### config.mk
export PLATFORM = sky130hd
export DESIGN_NAME = grid_line_of_sight_check_unit_flat
export DESIGN_NICKNAME = d
export VERILOG_FILES = /design/src/rtl/glos_pkg.sv /design/src/rtl/glos_if.sv /design/src/rtl/glos_mul.sv /design/src/rtl/glos_seq.sv /design/src/rtl/grid_line_of_sight_check_unit.sv /design/src/flat_wrapper.sv
export VERILOG_INCLUDE_DIRS = /design/src /design/src/rtl
export SDC_FILE = /design/constraint.sdc
export NUM_CORES = 2
export LEC_CHECK = 0
export BUFFER_PORTS_ARGS = -buffer_cell sky130_fd_sc_hd__buf_2
export CAP_MARGIN = 20
export CORE_MARGIN = 5
export CORE_UTILIZATION = 60
export CTS_BUF_LIST = sky130_fd_sc_hd__clkbuf_4 sky130_fd_sc_hd__clkbuf_8 sky130_fd_sc_hd__clkbuf_16
export DETAILED_ROUTE_END_ITERATION = 16
export GPL_ROUTABILITY_DRIVEN = 0
export PLACE_DENSITY = 0.76
export SLEW_MARGIN = 10
export SYNTH_ARGS = -nofsm -noshare
export SYNTH_HDL_FRONTEND = slang
export SYNTH_SLANG_ARGS = --single-unit
### constraint.sdc
create_clock -name clk -period 13.2 [get_ports clk]
set_clock_uncertainty 0.1 [all_clocks]
set_input_delay 2.64 -clock clk [delete_from_list [all_inputs] [get_ports clk]]
set_output_delay 2.64 -clock clk [all_outputs]
set_load 0.05 [all_outputs]
### src/rtl/grid_line_of_sight_check_unit_defines.svh
// grid_line_of_sight_check_unit_defines.svh: assertion macros for the line-of-sight unit
// no dependencies
`ifndef GRID_LINE_OF_SIGHT_CHECK_UNIT_DEFINES_SVH
`define GRID_LINE_OF_SIGHT_CHECK_UNIT_DEFINES_SVH
// implication checked on every clock edge outside reset
`define GLOS_ASSERT_IMP(lbl, clk, rst_n, ante, cons) \
	lbl: assert property (@(posedge clk) disable iff (!rst_n) (ante) |-> (cons)) \
		else $error("assertion failed");
// next-cycle implication
`define GLOS_ASSERT_NEXT(lbl, clk, rst_n, ante, cons) \
	lbl: assert property (@(posedge clk) disable iff (!rst_n) (ante) |=> (cons)) \
		else $error("assertion failed");
`endif

### src/rtl/glos_pkg.sv
// glos_pkg.sv: types, constants and helpers of the line-of-sight unit
// no dependencies
`timescale 1ns / 1ps
package glos_pkg;
	localparam int GRID_COLS_DEF = 16;
	localparam int GRID_ROWS_DEF = 16;
	localparam int COORD_W = 4;
	localparam int CODE_W  = 10;
	// half-unit coordinates: signed, span of +-2*15 plus margin
	localparam int HC_W  = 8;
	localparam int SQ_W  = 20;
	localparam int BIG_W = 44;

	localparam logic ACT_WRITE = 1'b0;
	localparam logic ACT_QUERY = 1'b1;

	typedef logic signed [HC_W-1:0] hc_t;
	typedef logic signed [SQ_W-1:0] sq_t;
	typedef logic signed [BIG_W-1:0] big_t;

	typedef enum logic [3:0] {
		ST_IDLE, ST_SETUP, ST_END, ST_SEG, ST_M_VY, ST_M_WX, ST_M_WY, ST_M_DX,
		ST_M_DY, ST_M_X, ST_M_D2, ST_DECIDE, ST_DONE
	} state_t;

	typedef struct packed {
		logic start;
		logic done;
		logic result;
	} ctl_t;

	// blocking test on a cell code: code / 100 by reciprocal multiplication, exact for 10-bit codes
	function automatic logic code_blocks(input logic [CODE_W-1:0] code);
		logic [15:0] recip;
		logic [3:0] q;
		logic [CODE_W-1:0] m;
		recip = 16'(code) * 16'd41;
		q = recip[15:12];
		m = code - CODE_W'(q) * CODE_W'(100);
		code_blocks = (code == CODE_W'(1)) || (code == CODE_W'(2))
			|| (m == CODE_W'(4)) || ((m >= CODE_W'(10)) && (m <= CODE_W'(19)));
	endfunction

	// corner index with max/min projection of offsets (+-1,+-1) on (nx,ny)
	function automatic logic [3:0] extreme(input hc_t nx, input hc_t ny);
		logic [1:0] imax, imin;
		logic signed [HC_W:0] p, hi, lo;
		imax = 2'd0;
		imin = 2'd0;
		hi = '0;
		lo = '0;
		for (int i = 0; i < 4; i++) begin
			p = (i[0] ? {nx[HC_W-1], nx} : -{nx[HC_W-1], nx})
				+ (i[1] ? {ny[HC_W-1], ny} : -{ny[HC_W-1], ny});
			if (i == 0 || p > hi) begin
				imax = 2'(i);
				hi = p;
			end
			if (i == 0 || p < lo) begin
				imin = 2'(i);
				lo = p;
			end
		end
		extreme = {imax, imin};
	endfunction
endpackage

### src/rtl/glos_if.sv
// glos_if.sv: valid/ready channel used for input and result transfers
// depends on nothing
`timescale 1ns / 1ps
interface glos_if #(parameter int W = 1);
	logic         valid;
	logic         ready;
	logic [W-1:0] data;
	modport source (output valid, output data, input ready);
	modport sink (input valid, input data, output ready);
endinterface

### src/rtl/glos_mul.sv
// glos_mul.sv: shared registered multiplier of the line-of-sight unit
// depends on glos_pkg
`timescale 1ns / 1ps
module glos_mul
	import glos_pkg::*;
(
	input  logic clk,
	input  sq_t  a,
	input  sq_t  b,
	output big_t p
);
	logic signed [2*SQ_W-1:0] full;

	assign full = a * b;

	always_ff @(posedge clk) begin
		p <= BIG_W'(full);
	end
endmodule

### src/rtl/glos_seq.sv
// glos_seq.sv: sequencer walking the bounding box with the shared multiplier
// depends on glos_pkg and glos_mul
`timescale 1ns / 1ps
module glos_seq
	import glos_pkg::*;
#(
	parameter int GRID_COLS = GRID_COLS_DEF,
	parameter int GRID_ROWS = GRID_ROWS_DEF,
	localparam int AW = $clog2(GRID_COLS * GRID_ROWS)
)(
	input  logic                clk,
	input  logic                arst_n,
	input  logic                start,
	input  logic [COORD_W-1:0]  x0,
	input  logic [COORD_W-1:0]  y0,
	input  logic [COORD_W-1:0]  x1,
	input  logic [COORD_W-1:0]  y1,
	input  logic                res_room,
	output logic [AW-1:0]       rd_addr,
	output logic                rd_oob,
	input  logic                rd_blocked,
	output ctl_t                ctl
);
	state_t state_q, state_n;
	logic [COORD_W-1:0] x0_q, y0_q, x1_q, y1_q;
	logic [COORD_W-1:0] xmin_q, xmax_q, ymax_q, cx_q, cy_q, xmin_c, ymin_c;
	logic [1:0] smax_q, smin_q, emax_q, emin_q;
	logic seg_q, hit_q, end_bad_q;
	hc_t ax, ay, bx, by, vx, vy, wx, wy, px, py;
	sq_t ma, mb;
	big_t prod, uu;
	big_t vv_q, ww_q, dot_q, wwvv_q;
	logic nearr, hit_n, same_cell;
	logic [3:0] ext;

	assign xmin_c = (x0 < x1) ? x0 : x1;
	assign ymin_c = (y0 < y1) ? y0 : y1;
	assign ext = extreme(hc_t'(-2 * ($signed({1'b0, y1}) - $signed({1'b0, y0}))),
		hc_t'(2 * ($signed({1'b0, x1}) - $signed({1'b0, x0}))));
	assign same_cell = (x0_q == x1_q) && (y0_q == y1_q);

	// segment endpoints for the current edge
	always_comb begin
		logic [1:0] ia, ib;
		ia = seg_q ? smin_q : smax_q;
		ib = seg_q ? emin_q : emax_q;
		ax = hc_t'({x0_q, 1'b0}) + (ia[0] ? hc_t'(2) : hc_t'(0));
		ay = hc_t'({y0_q, 1'b0}) + (ia[1] ? hc_t'(2) : hc_t'(0));
		bx = hc_t'({x1_q, 1'b0}) + (ib[0] ? hc_t'(2) : hc_t'(0));
		by = hc_t'({y1_q, 1'b0}) + (ib[1] ? hc_t'(2) : hc_t'(0));
		px = hc_t'({cx_q, 1'b1});
		py = hc_t'({cy_q, 1'b1});
		vx = bx - ax;
		vy = by - ay;
		wx = px - ax;
		wy = py - ay;
	end

	// operand select for the shared multiplier, one product per step
	always_comb begin
		ma = '0;
		mb = '0;
		unique case (state_q)
			ST_SEG: begin ma = sq_t'(vx); mb = sq_t'(vx); end
			ST_M_VY: begin ma = sq_t'(vy); mb = sq_t'(vy); end
			ST_M_WX: begin ma = sq_t'(wx); mb = sq_t'(wx); end
			ST_M_WY: begin ma = sq_t'(wy); mb = sq_t'(wy); end
			ST_M_DX: begin ma = sq_t'(wx); mb = sq_t'(vx); end
			ST_M_DY: begin ma = sq_t'(wy); mb = sq_t'(vy); end
			ST_M_X: begin ma = sq_t'(ww_q); mb = sq_t'(vv_q); end
			ST_M_D2: begin ma = sq_t'(dot_q); mb = sq_t'(dot_q); end
			default: ;
		endcase
	end

	glos_mul u_mul (.clk(clk), .a(ma), .b(mb), .p(prod));

	// distance decision; prod holds dot^2 here, |w-v|^2 comes from the sums
	always_comb begin
		uu = ww_q - (dot_q <<< 1) + vv_q;
		if (vv_q == big_t'(0) || dot_q <= big_t'(0))
			nearr = ww_q < big_t'(2);
		else if (dot_q >= vv_q)
			nearr = uu < big_t'(2);
		else
			nearr = (wwvv_q - prod) < (vv_q <<< 1);
	end

	assign hit_n = nearr && (rd_blocked || rd_oob);

	always_ff @(posedge clk or negedge arst_n) begin
		if (!arst_n) state_q <= ST_IDLE;
		else state_q <= state_n;
	end

	always_ff @(posedge clk) begin
		unique case (state_q)
			ST_IDLE: if (start) begin
				x0_q <= x0;
				y0_q <= y0;
				x1_q <= x1;
				y1_q <= y1;
				xmin_q <= xmin_c;
				xmax_q <= (x0 > x1) ? x0 : x1;
				ymax_q <= (y0 > y1) ? y0 : y1;
				cx_q <= xmin_c;
				cy_q <= ymin_c;
				{smax_q, smin_q} <= ext;
				{emax_q, emin_q} <= ext;
			end
			ST_SETUP: begin
				seg_q <= 1'b0;
				hit_q <= 1'b0;
			end
			ST_END: end_bad_q <= rd_oob || rd_blocked;
			ST_SEG: ;
			ST_M_VY: vv_q <= prod;
			ST_M_WX: vv_q <= vv_q + prod;
			ST_M_WY: ww_q <= prod;
			ST_M_DX: ww_q <= ww_q + prod;
			ST_M_DY: dot_q <= prod;
			ST_M_X: dot_q <= dot_q + prod;
			ST_M_D2: wwvv_q <= prod;
			ST_DECIDE: begin
				if (hit_n) hit_q <= 1'b1;
				if (!seg_q) seg_q <= 1'b1;
				else begin
					seg_q <= 1'b0;
					if (cx_q == xmax_q) begin
						cx_q <= xmin_q;
						cy_q <= cy_q + 1'b1;
					end else cx_q <= cx_q + 1'b1;
				end
			end
			default: ;
		endcase
	end

	always_comb begin
		state_n = state_q;
		unique case (state_q)
			ST_IDLE: if (start) state_n = ST_SETUP;
			ST_SETUP: state_n = ST_END;
			ST_END: state_n = (rd_oob || rd_blocked || same_cell) ? ST_DONE : ST_SEG;
			ST_SEG: state_n = ST_M_VY;
			ST_M_VY: state_n = ST_M_WX;
			ST_M_WX: state_n = ST_M_WY;
			ST_M_WY: state_n = ST_M_DX;
			ST_M_DX: state_n = ST_M_DY;
			ST_M_DY: state_n = ST_M_X;
			ST_M_X: state_n = ST_M_D2;
			ST_M_D2: state_n = ST_DECIDE;
			ST_DECIDE: begin
				if (hit_n || (seg_q && cx_q == xmax_q && cy_q == ymax_q))
					state_n = ST_DONE;
				else state_n = ST_SEG;
			end
			ST_DONE: if (res_room) state_n = ST_IDLE;
			default: state_n = ST_IDLE;
		endcase
	end

	// end cell addressed during setup, box cell otherwise; read data is registered and arrives in the next cycle
	always_comb begin
		logic [COORD_W-1:0] rx, ry;
		rx = (state_q == ST_SETUP || state_q == ST_END) ? x1_q : cx_q;
		ry = (state_q == ST_SETUP || state_q == ST_END) ? y1_q : cy_q;
		rd_oob = (32'(rx) >= GRID_COLS) || (32'(ry) >= GRID_ROWS);
		rd_addr = AW'(32'(ry) * GRID_COLS + 32'(rx));
	end

	assign ctl.start = (state_q == ST_IDLE) && start;
	assign ctl.done = (state_q == ST_DONE) && res_room;
	assign ctl.result = !(end_bad_q || hit_q);
endmodule

### src/rtl/grid_line_of_sight_check_unit.sv
// channel  dir  payload
// in_ch    sink action, from_x, from_y, to_x, to_y, cell_code
// out_ch   src  reachable
// write: no result. query: accept, the setup and end-check states, then for each
// bounding-box cell two segments each walked with the shared multiplier until a hit, and done;
// a query skips the box when the end cell is blocked, off the grid or equals the start.
// the result register frees the input; a finished query waits in done while it is full.
// reset starts a clearing pass over all GRID_COLS*GRID_ROWS cells (256 by default), ready low.
`timescale 1ns / 1ps
`include "grid_line_of_sight_check_unit_defines.svh"
module grid_line_of_sight_check_unit
	import glos_pkg::*;
#(
	parameter int GRID_COLS = GRID_COLS_DEF,
	parameter int GRID_ROWS = GRID_ROWS_DEF
)(
	input logic clk,
	input logic arst_n,
	glos_if.sink in_ch,
	glos_if.source out_ch
);
	localparam int CELLS = GRID_COLS * GRID_ROWS;
	localparam int AW = $clog2(CELLS);
	logic blk_mem [CELLS];
	logic act;
	logic [COORD_W-1:0] fx, fy, tx, ty;
	logic [CODE_W-1:0] code;
	logic [AW-1:0] rd_addr, wr_addr, clr_q;
	logic rd_oob, rd_q, busy_q, ov_q, r_q, clr_busy_q, res_room, wr_en, wr_val;
	ctl_t ctl;

	assign {act, fx, fy, tx, ty, code} = in_ch.data;
	assign in_ch.ready = !busy_q && !clr_busy_q;
	assign res_room = !ov_q || out_ch.ready;

	glos_seq #(.GRID_COLS(GRID_COLS), .GRID_ROWS(GRID_ROWS)) u_seq (
		.clk(clk), .arst_n(arst_n),
		.start(in_ch.valid && in_ch.ready && act == ACT_QUERY),
		.x0(fx), .y0(fy), .x1(tx), .y1(ty), .res_room(res_room),
		.rd_addr(rd_addr), .rd_oob(rd_oob),
		.rd_blocked(rd_q), .ctl(ctl));

	// clearing pass owns the write port until every cell is free
	assign wr_en = clr_busy_q || (in_ch.valid && in_ch.ready && act == ACT_WRITE
		&& 32'(fx) < GRID_COLS && 32'(fy) < GRID_ROWS);
	assign wr_addr = clr_busy_q ? clr_q : AW'(32'(fy) * GRID_COLS + 32'(fx));
	assign wr_val = !clr_busy_q && code_blocks(code);

	always_ff @(posedge clk) begin
		if (wr_en) blk_mem[wr_addr] <= wr_val;
		rd_q <= blk_mem[rd_addr];
	end

	always_ff @(posedge clk or negedge arst_n) begin
		if (!arst_n) begin
			busy_q <= 1'b0;
			ov_q <= 1'b0;
			clr_busy_q <= 1'b1;
			clr_q <= '0;
		end else begin
			if (clr_busy_q) begin
				if (clr_q == AW'(CELLS - 1)) clr_busy_q <= 1'b0;
				else clr_q <= clr_q + 1'b1;
			end
			if (ctl.start) busy_q <= 1'b1;
			if (ctl.done) begin
				busy_q <= 1'b0;
				ov_q <= 1'b1;
			end else if (out_ch.ready) ov_q <= 1'b0;
		end
	end

	always_ff @(posedge clk) begin
		if (ctl.done) r_q <= ctl.result;
	end

	assign out_ch.valid = ov_q;
	assign out_ch.data = r_q;

	`GLOS_ASSERT_IMP(a_no_accept_busy, clk, arst_n, busy_q, !in_ch.ready)
	`GLOS_ASSERT_IMP(a_no_accept_clear, clk, arst_n, clr_busy_q, !in_ch.ready)
	`GLOS_ASSERT_NEXT(a_done_gives_valid, clk, arst_n, ctl.done, out_ch.valid)
	`GLOS_ASSERT_IMP(a_done_only_busy, clk, arst_n, ctl.done, busy_q)
endmodule
### src/flat_wrapper.sv
// flat-port wrapper written by rule: the top's interface ports become plain ports
module grid_line_of_sight_check_unit_flat import glos_pkg::*;
#(
	parameter int GRID_COLS = GRID_COLS_DEF,
	parameter int GRID_ROWS = GRID_ROWS_DEF
)
  (clk, arst_n, in_ch_valid, in_ch_data, in_ch_ready, out_ch_valid, out_ch_data, out_ch_ready);
  glos_if in_ch_i ();
  glos_if out_ch_i ();
  input logic clk;
  input logic arst_n;
  input wire logic [$bits(in_ch_i.valid)-1:0] in_ch_valid;
  input wire logic [$bits(in_ch_i.data)-1:0] in_ch_data;
  output wire logic [$bits(in_ch_i.ready)-1:0] in_ch_ready;
  output wire logic [$bits(out_ch_i.valid)-1:0] out_ch_valid;
  output wire logic [$bits(out_ch_i.data)-1:0] out_ch_data;
  input wire logic [$bits(out_ch_i.ready)-1:0] out_ch_ready;
  assign in_ch_i.valid = in_ch_valid;
  assign in_ch_i.data = in_ch_data;
  assign in_ch_ready = in_ch_i.ready;
  assign out_ch_valid = out_ch_i.valid;
  assign out_ch_data = out_ch_i.data;
  assign out_ch_i.ready = out_ch_ready;
  grid_line_of_sight_check_unit #(.GRID_COLS(GRID_COLS), .GRID_ROWS(GRID_ROWS)) u_core (.clk(clk), .arst_n(arst_n), .in_ch(in_ch_i), .out_ch(out_ch_i));
endmodule
==> metrics.txt <==
# TYPE chip_impl_metric gauge
chip_impl_info{name="outcome",value="complete, no violations"} 1
chip_impl_info{name="rsz0062_at_grt",value="false"} 1
chip_impl_metric{name="max_slew.worst_pin.slew",unit="ns"} 1.199
chip_impl_metric{name="dpl.hpwl",unit="mm"} 107.0
chip_impl_metric{name="h-tree-depth",unit=""} 2
chip_impl_metric{name="finalWirelength",unit="mm"} 140.7
chip_impl_metric{name="timing.final.max_slew_violations",unit=""} 0
chip_impl_metric{name="routed_wire_length_per_instance",unit="um"} 22.48
chip_impl_metric{name="cts_hold_repair.buffers",unit=""} 0
chip_impl_metric{name="final.min_clock_period",unit="ns"} 10.08
chip_impl_metric{name="antenna_violating_nets_post_route",unit=""} 0
chip_impl_metric{name="clkPwrFrac",unit=""} 0.466
chip_impl_metric{name="dr.pass1.iters",unit=""} 6
chip_impl_metric{name="powerDensity",unit="nW/um2"} 60.76
chip_impl_info{name="setup.worst_path.end_class",value="flip-flop"} 1
chip_impl_metric{name="grt_max_degree",unit=""} 113
chip_impl_metric{name="num_vias",unit=""} 39710
chip_impl_info{name="synth_ff_type",value="sky130_fd_sc_hd__edfxtp_1"} 1
chip_impl_info{name="timing_worst_setup_path_type",value="reg2reg"} 1
chip_impl_metric{name="antenna_found_initial",unit=""} 1
chip_impl_info{name="critical-path-slowest-cell",value="sky130_fd_sc_hd__and2_2"} 1
chip_impl_metric{name="async_reset_ff_frac",unit=""} 0.02828
chip_impl_metric{name="post_cts_buffers",unit=""} 0
chip_impl_metric{name="cts.reportedPaths.clkPinSlew",unit="ns"} 0.06
chip_impl_metric{name="first_global_vias",unit=""} 39000
chip_impl_metric{name="synth.net_count",unit=""} 6072
chip_impl_metric{name="worst-endpoint-required",unit="ns"} 13.55
chip_impl_metric{name="synthCells",unit=""} 5195
chip_impl_metric{name="netlist.area_leader.share",unit=""} 0.2662
chip_impl_metric{name="drive_above_1_share",unit=""} 0.05995
chip_impl_info{name="crit_path_end",value="u_core.u_seq.u_mul.p[39]"} 1
chip_impl_metric{name="syn-cell-area",unit="um2"} 49640
chip_impl_metric{name="final_number_of_hold_violating_endpoints",unit=""} 0
chip_impl_metric{name="top_level_ports",unit=""} 8
chip_impl_metric{name="core.rowCount",unit=""} 105
chip_impl_metric{name="clock-sinks",unit=""} 495
chip_impl_metric{name="tritoncts.num_buffers",unit=""} 51
chip_impl_metric{name="finish.net_count",unit=""} 6022
chip_impl_metric{name="clkLatencyLatePin",unit="ns"} 0.63
chip_impl_metric{name="clock.fmax",unit="GHz"} 0.09924
chip_impl_metric{name="drt_iter0_drc",unit=""} 4677
chip_impl_metric{name="yosysUniqueCellTypes",unit=""} 89
chip_impl_metric{name="stdcell_count",unit=""} 6258
chip_impl_info{name="crit-reg2reg-capture",value="u_core.u_seq.u_mul.p[39]"} 1
chip_impl_metric{name="cts.path.max_buffers",unit=""} 3
chip_impl_metric{name="num_antenna_cells",unit=""} 0
chip_impl_metric{name="setup_viol_count_final",unit=""} 0
chip_impl_metric{name="power_frac_seq",unit=""} 0.529
chip_impl_metric{name="critical_path_peak_fanout",unit=""} 46
chip_impl_metric{name="area_of_the_core",unit="um2"} 82110
chip_impl_info{name="timing.critical_path.mode_cell",value="sky130_fd_sc_hd__fa_1"} 1
chip_impl_metric{name="timing.reg2reg.setup_slack",unit="ns"} 3.12
chip_impl_info{name="timing.rr.start",value="u_core.u_seq.state_q[2]"} 1
chip_impl_metric{name="synth_warnings",unit=""} 0
chip_impl_metric{name="combPwrFrac",unit=""} 0.005
chip_impl_info{name="post-synth-top-area-cell",value="sky130_fd_sc_hd__edfxtp_1"} 1
chip_impl_metric{name="timing.setup.tns",unit="ns"} 0
chip_impl_metric{name="net-switching-power",unit="mW"} 0.6532
chip_impl_metric{name="route.detailed.drc",unit=""} 0
chip_impl_metric{name="chipHeight",unit="um"} 297.6
chip_impl_metric{name="max_cap_viol_count",unit=""} 0
chip_impl_metric{name="areaGrowthSynthToFinish",unit="%"} 6.120
chip_impl_metric{name="avgSynthCellArea",unit="um2"} 9.555
chip_impl_metric{name="leakage_power_summed_over_all_cells",unit="nW"} 24.04
chip_impl_info{name="setup.worst_path.start",value="u_core.u_seq.state_q[2]"} 1
chip_impl_metric{name="min_period_over_period",unit=""} 0.7633
chip_impl_metric{name="synth-edff-count",unit=""} 440
chip_impl_metric{name="crit_arrival",unit="ns"} 10.42
chip_impl_metric{name="power.share.switching",unit=""} 0.2041
chip_impl_metric{name="resized_after_cts",unit=""} 0
chip_impl_metric{name="slew_headroom",unit=""} 0.2009
chip_impl_info{name="worst_setup_path_start_kind",value="flip-flop"} 1
chip_impl_metric{name="chipWidth",unit="um"} 297.6
chip_impl_metric{name="worst_r2r_path_depth",unit=""} 32
chip_impl_metric{name="timing.critical_path.slowest_cell_delay",unit="ns"} 0.73
chip_impl_metric{name="grt_pass1_wl",unit="mm"} 218.9
chip_impl_metric{name="synth-seq-cells",unit=""} 495
chip_impl_metric{name="globalRouteOverflowTotal",unit=""} 0
chip_impl_metric{name="fillerInstances",unit=""} 6465
chip_impl_metric{name="buffers_added_on_ports",unit=""} 7
chip_impl_metric{name="aggregate_global_route_resource_usage",unit=""} 0.3119
chip_impl_info{name="ys_top_cells_by_area",value="sky130_fd_sc_hd__edfxtp_1, sky130_fd_sc_hd__fa_1, sky130_fd_sc_hd__ha_1"} 1
chip_impl_metric{name="floorplan.die_area",unit="um2"} 88580
chip_impl_info{name="holdCritPathClass",value="reg2reg"} 1
chip_impl_metric{name="ratio_of_routed_vias_to_standard_cells",unit=""} 6.346
chip_impl_info{name="clockRootBuffer",value="sky130_fd_sc_hd__clkbuf_16"} 1
chip_impl_info{name="tritoncts",value="built"} 1
chip_impl_metric{name="p_int",unit="mW"} 2.548
chip_impl_metric{name="synth_seq_area_share",unit=""} 0.2898
chip_impl_metric{name="placed_cells",unit=""} 6158
chip_impl_metric{name="vdd_drop_max",unit="uV"} 123.4
chip_impl_metric{name="start_util",unit=""} 0.6045
==> power by group through the flow <==
stage / Combinational (mW) / Clock [mW] / Sequential (mW)
floorplan: 0.00791 / 0 / 1.73
CTS: 0.0152 / 1.50 / 1.69
global route: 0.0169 / 1.57 / 1.69
finish: 0.0154 / 1.49 / 1.69
global placement: 0.0151 / 0 / 1.73
detailed placement: 0.0152 / 0 / 1.73
==> stage by stage <==
step / setup WS [ns] / instance area [um2] / total power, mW / utilization / hold slack, ns
after floorplan: 2.832 / 49640 / 1.739 / - / 0.3241
after global placement: 3.393 / 50870 / 1.743 / 0.6196 / 0.4096
after detailed placement: 3.276 / 50880 / 1.743 / 0.6197 / 0.4177
after CTS: 3.205 / 52650 / 3.209 / 0.6412 / 0.4271
after global routing: 2.667 / 52680 / 3.281 / 0.6415 / 0.4418
final: 3.124 / 52680 / 3.201 / 0.6415 / 0.4229
==> cells in the mapped netlist (27+ instances only) <==
master	n
sky130_fd_sc_hd__inv_1	722
sky130_fd_sc_hd__fa_1	466
sky130_fd_sc_hd__o21a_1	33
sky130_fd_sc_hd__nand2b_1	43
sky130_fd_sc_hd__xnor2_1	137
sky130_fd_sc_hd__nor3_1	63
sky130_fd_sc_hd__nand2_1	472
sky130_fd_sc_hd__nor4_1	44
sky130_fd_sc_hd__a21o_1	128
sky130_fd_sc_hd__nand4_1	57
sky130_fd_sc_hd__o21bai_1	37
sky130_fd_sc_hd__edfxtp_1	440
sky130_fd_sc_hd__clkbuf_1	167
sky130_fd_sc_hd__nor2_1	658
sky130_fd_sc_hd__o21ai_0	285
sky130_fd_sc_hd__mux4_2	85
sky130_fd_sc_hd__a21oi_1	257
sky130_fd_sc_hd__dfxtp_1	41
sky130_fd_sc_hd__ha_1	406
sky130_fd_sc_hd__nand3_1	78
sky130_fd_sc_hd__nor2b_1	27
sky130_fd_sc_hd__xor2_1	80
sky130_fd_sc_hd__a211oi_1	38
==> worst max-delay path: cells and delay by family (launching register included) <==
kind | cells | cell delay [ns]
and+or+nand+nor | 6 | 1.90
xor gates and xnor gates | 1 | 0.12
buffers and inverters | 8 | 1.21
AOI/OAI and AO/OA | 9 | 2.24
DFF | 1 | 0.48
adders and majority gates | 8 | 3.81
==> worst min path at each step <==
stage / slack [ns] / from / to / depth (start not counted)
global placement: 0.41 / u_core.u_seq.end_bad_q / u_core.out_ch.data / 1
global route: 0.44 / u_core.u_seq.hit_q / u_core.out_ch.data / 1
CTS: 0.43 / u_core.u_seq.hit_q / u_core.out_ch.data / 1
finish: 0.42 / u_core.u_seq.hit_q / u_core.out_ch.data / 1
floorplan: 0.32 / u_core.rd_q / u_core.u_seq.end_bad_q / 0
detailed placement: 0.42 / u_core.u_seq.hit_q / u_core.out_ch.data / 1
==> per-layer routing <==
layer	vias to the layer above	wire (um)	GRT usage	part of all wire
met3	430	16250	0.06517	0.12
met4	0	6859	0.1195	0.049
met1	19250	54370	0.4320	0.39
met5	-	0	0	0
met2	2305	63210	0.4887	0.45
li1	17730	-	-	-
==> logic make-up after synthesis <==
family | Yosys count | synth area share
buffers and inverters | 907 | 0.06879
muxes | 103 | 0.04240
and+or+nand+nor | 1556 | 0.1375
DFF | 495 | 0.2898
xor gates and xnor gates | 217 | 0.03829
AOI/OAI and AO/OA | 1045 | 0.1330
adders and majority gates | 872 | 0.2903
==> state kept, by name, indices dropped and copies added (netlist names) <==
register,count
u_core.blk_mem,256
u_core.u_seq.dot_q,44
u_core.u_seq.vv_q,44
u_core.u_seq.ww_q,44
u_core.u_seq.u_mul.p,40
u_core.u_seq.wwvv_q,40
u_core.clr_q,8
u_core.u_seq.cx_q,4
u_core.u_seq.cy_q,4
u_core.u_seq.state_q,4
u_core.clr_busy_q,1
u_core.out_ch.data,1
u_core.out_ch.valid,1
u_core.rd_q,1
u_core.u_seq.end_bad_q,1
u_core.u_seq.hit_q,1
u_core.u_seq.seg_q,1
==> cell type report <==
type,instances,area (um2),area share
Timing Repair Buffer,79,575.6,0.01093
Clock inverter,19,196.4,0.003729
Multi-Input combinational cell,3793,31890,0.6054
Clock buffer,77,1567,0.02974
Tap cell,1070,1339,0.02541
Sequential cell,495,14390,0.2731
Inverter,725,2721,0.05166
==> cells in the final DEF, fill, tap and decap left out, types with 62 or more instances in the layout <==
cell and instances:
sky130_fd_sc_hd__a21o_1 128, sky130_fd_sc_hd__a21oi_1 257, sky130_fd_sc_hd__buf_4 70, sky130_fd_sc_hd__edfxtp_1 440, sky130_fd_sc_hd__fa_1 466, sky130_fd_sc_hd__ha_1 406, sky130_fd_sc_hd__inv_1 722, sky130_fd_sc_hd__mux4_2 85
sky130_fd_sc_hd__nand2_1 470, sky130_fd_sc_hd__nand3_1 77, sky130_fd_sc_hd__nor2_1 657, sky130_fd_sc_hd__nor3_1 62, sky130_fd_sc_hd__o21ai_0 281, sky130_fd_sc_hd__xnor2_1 137, sky130_fd_sc_hd__xor2_1 80
Note: power is estimated with default switching activity, not from simulation.
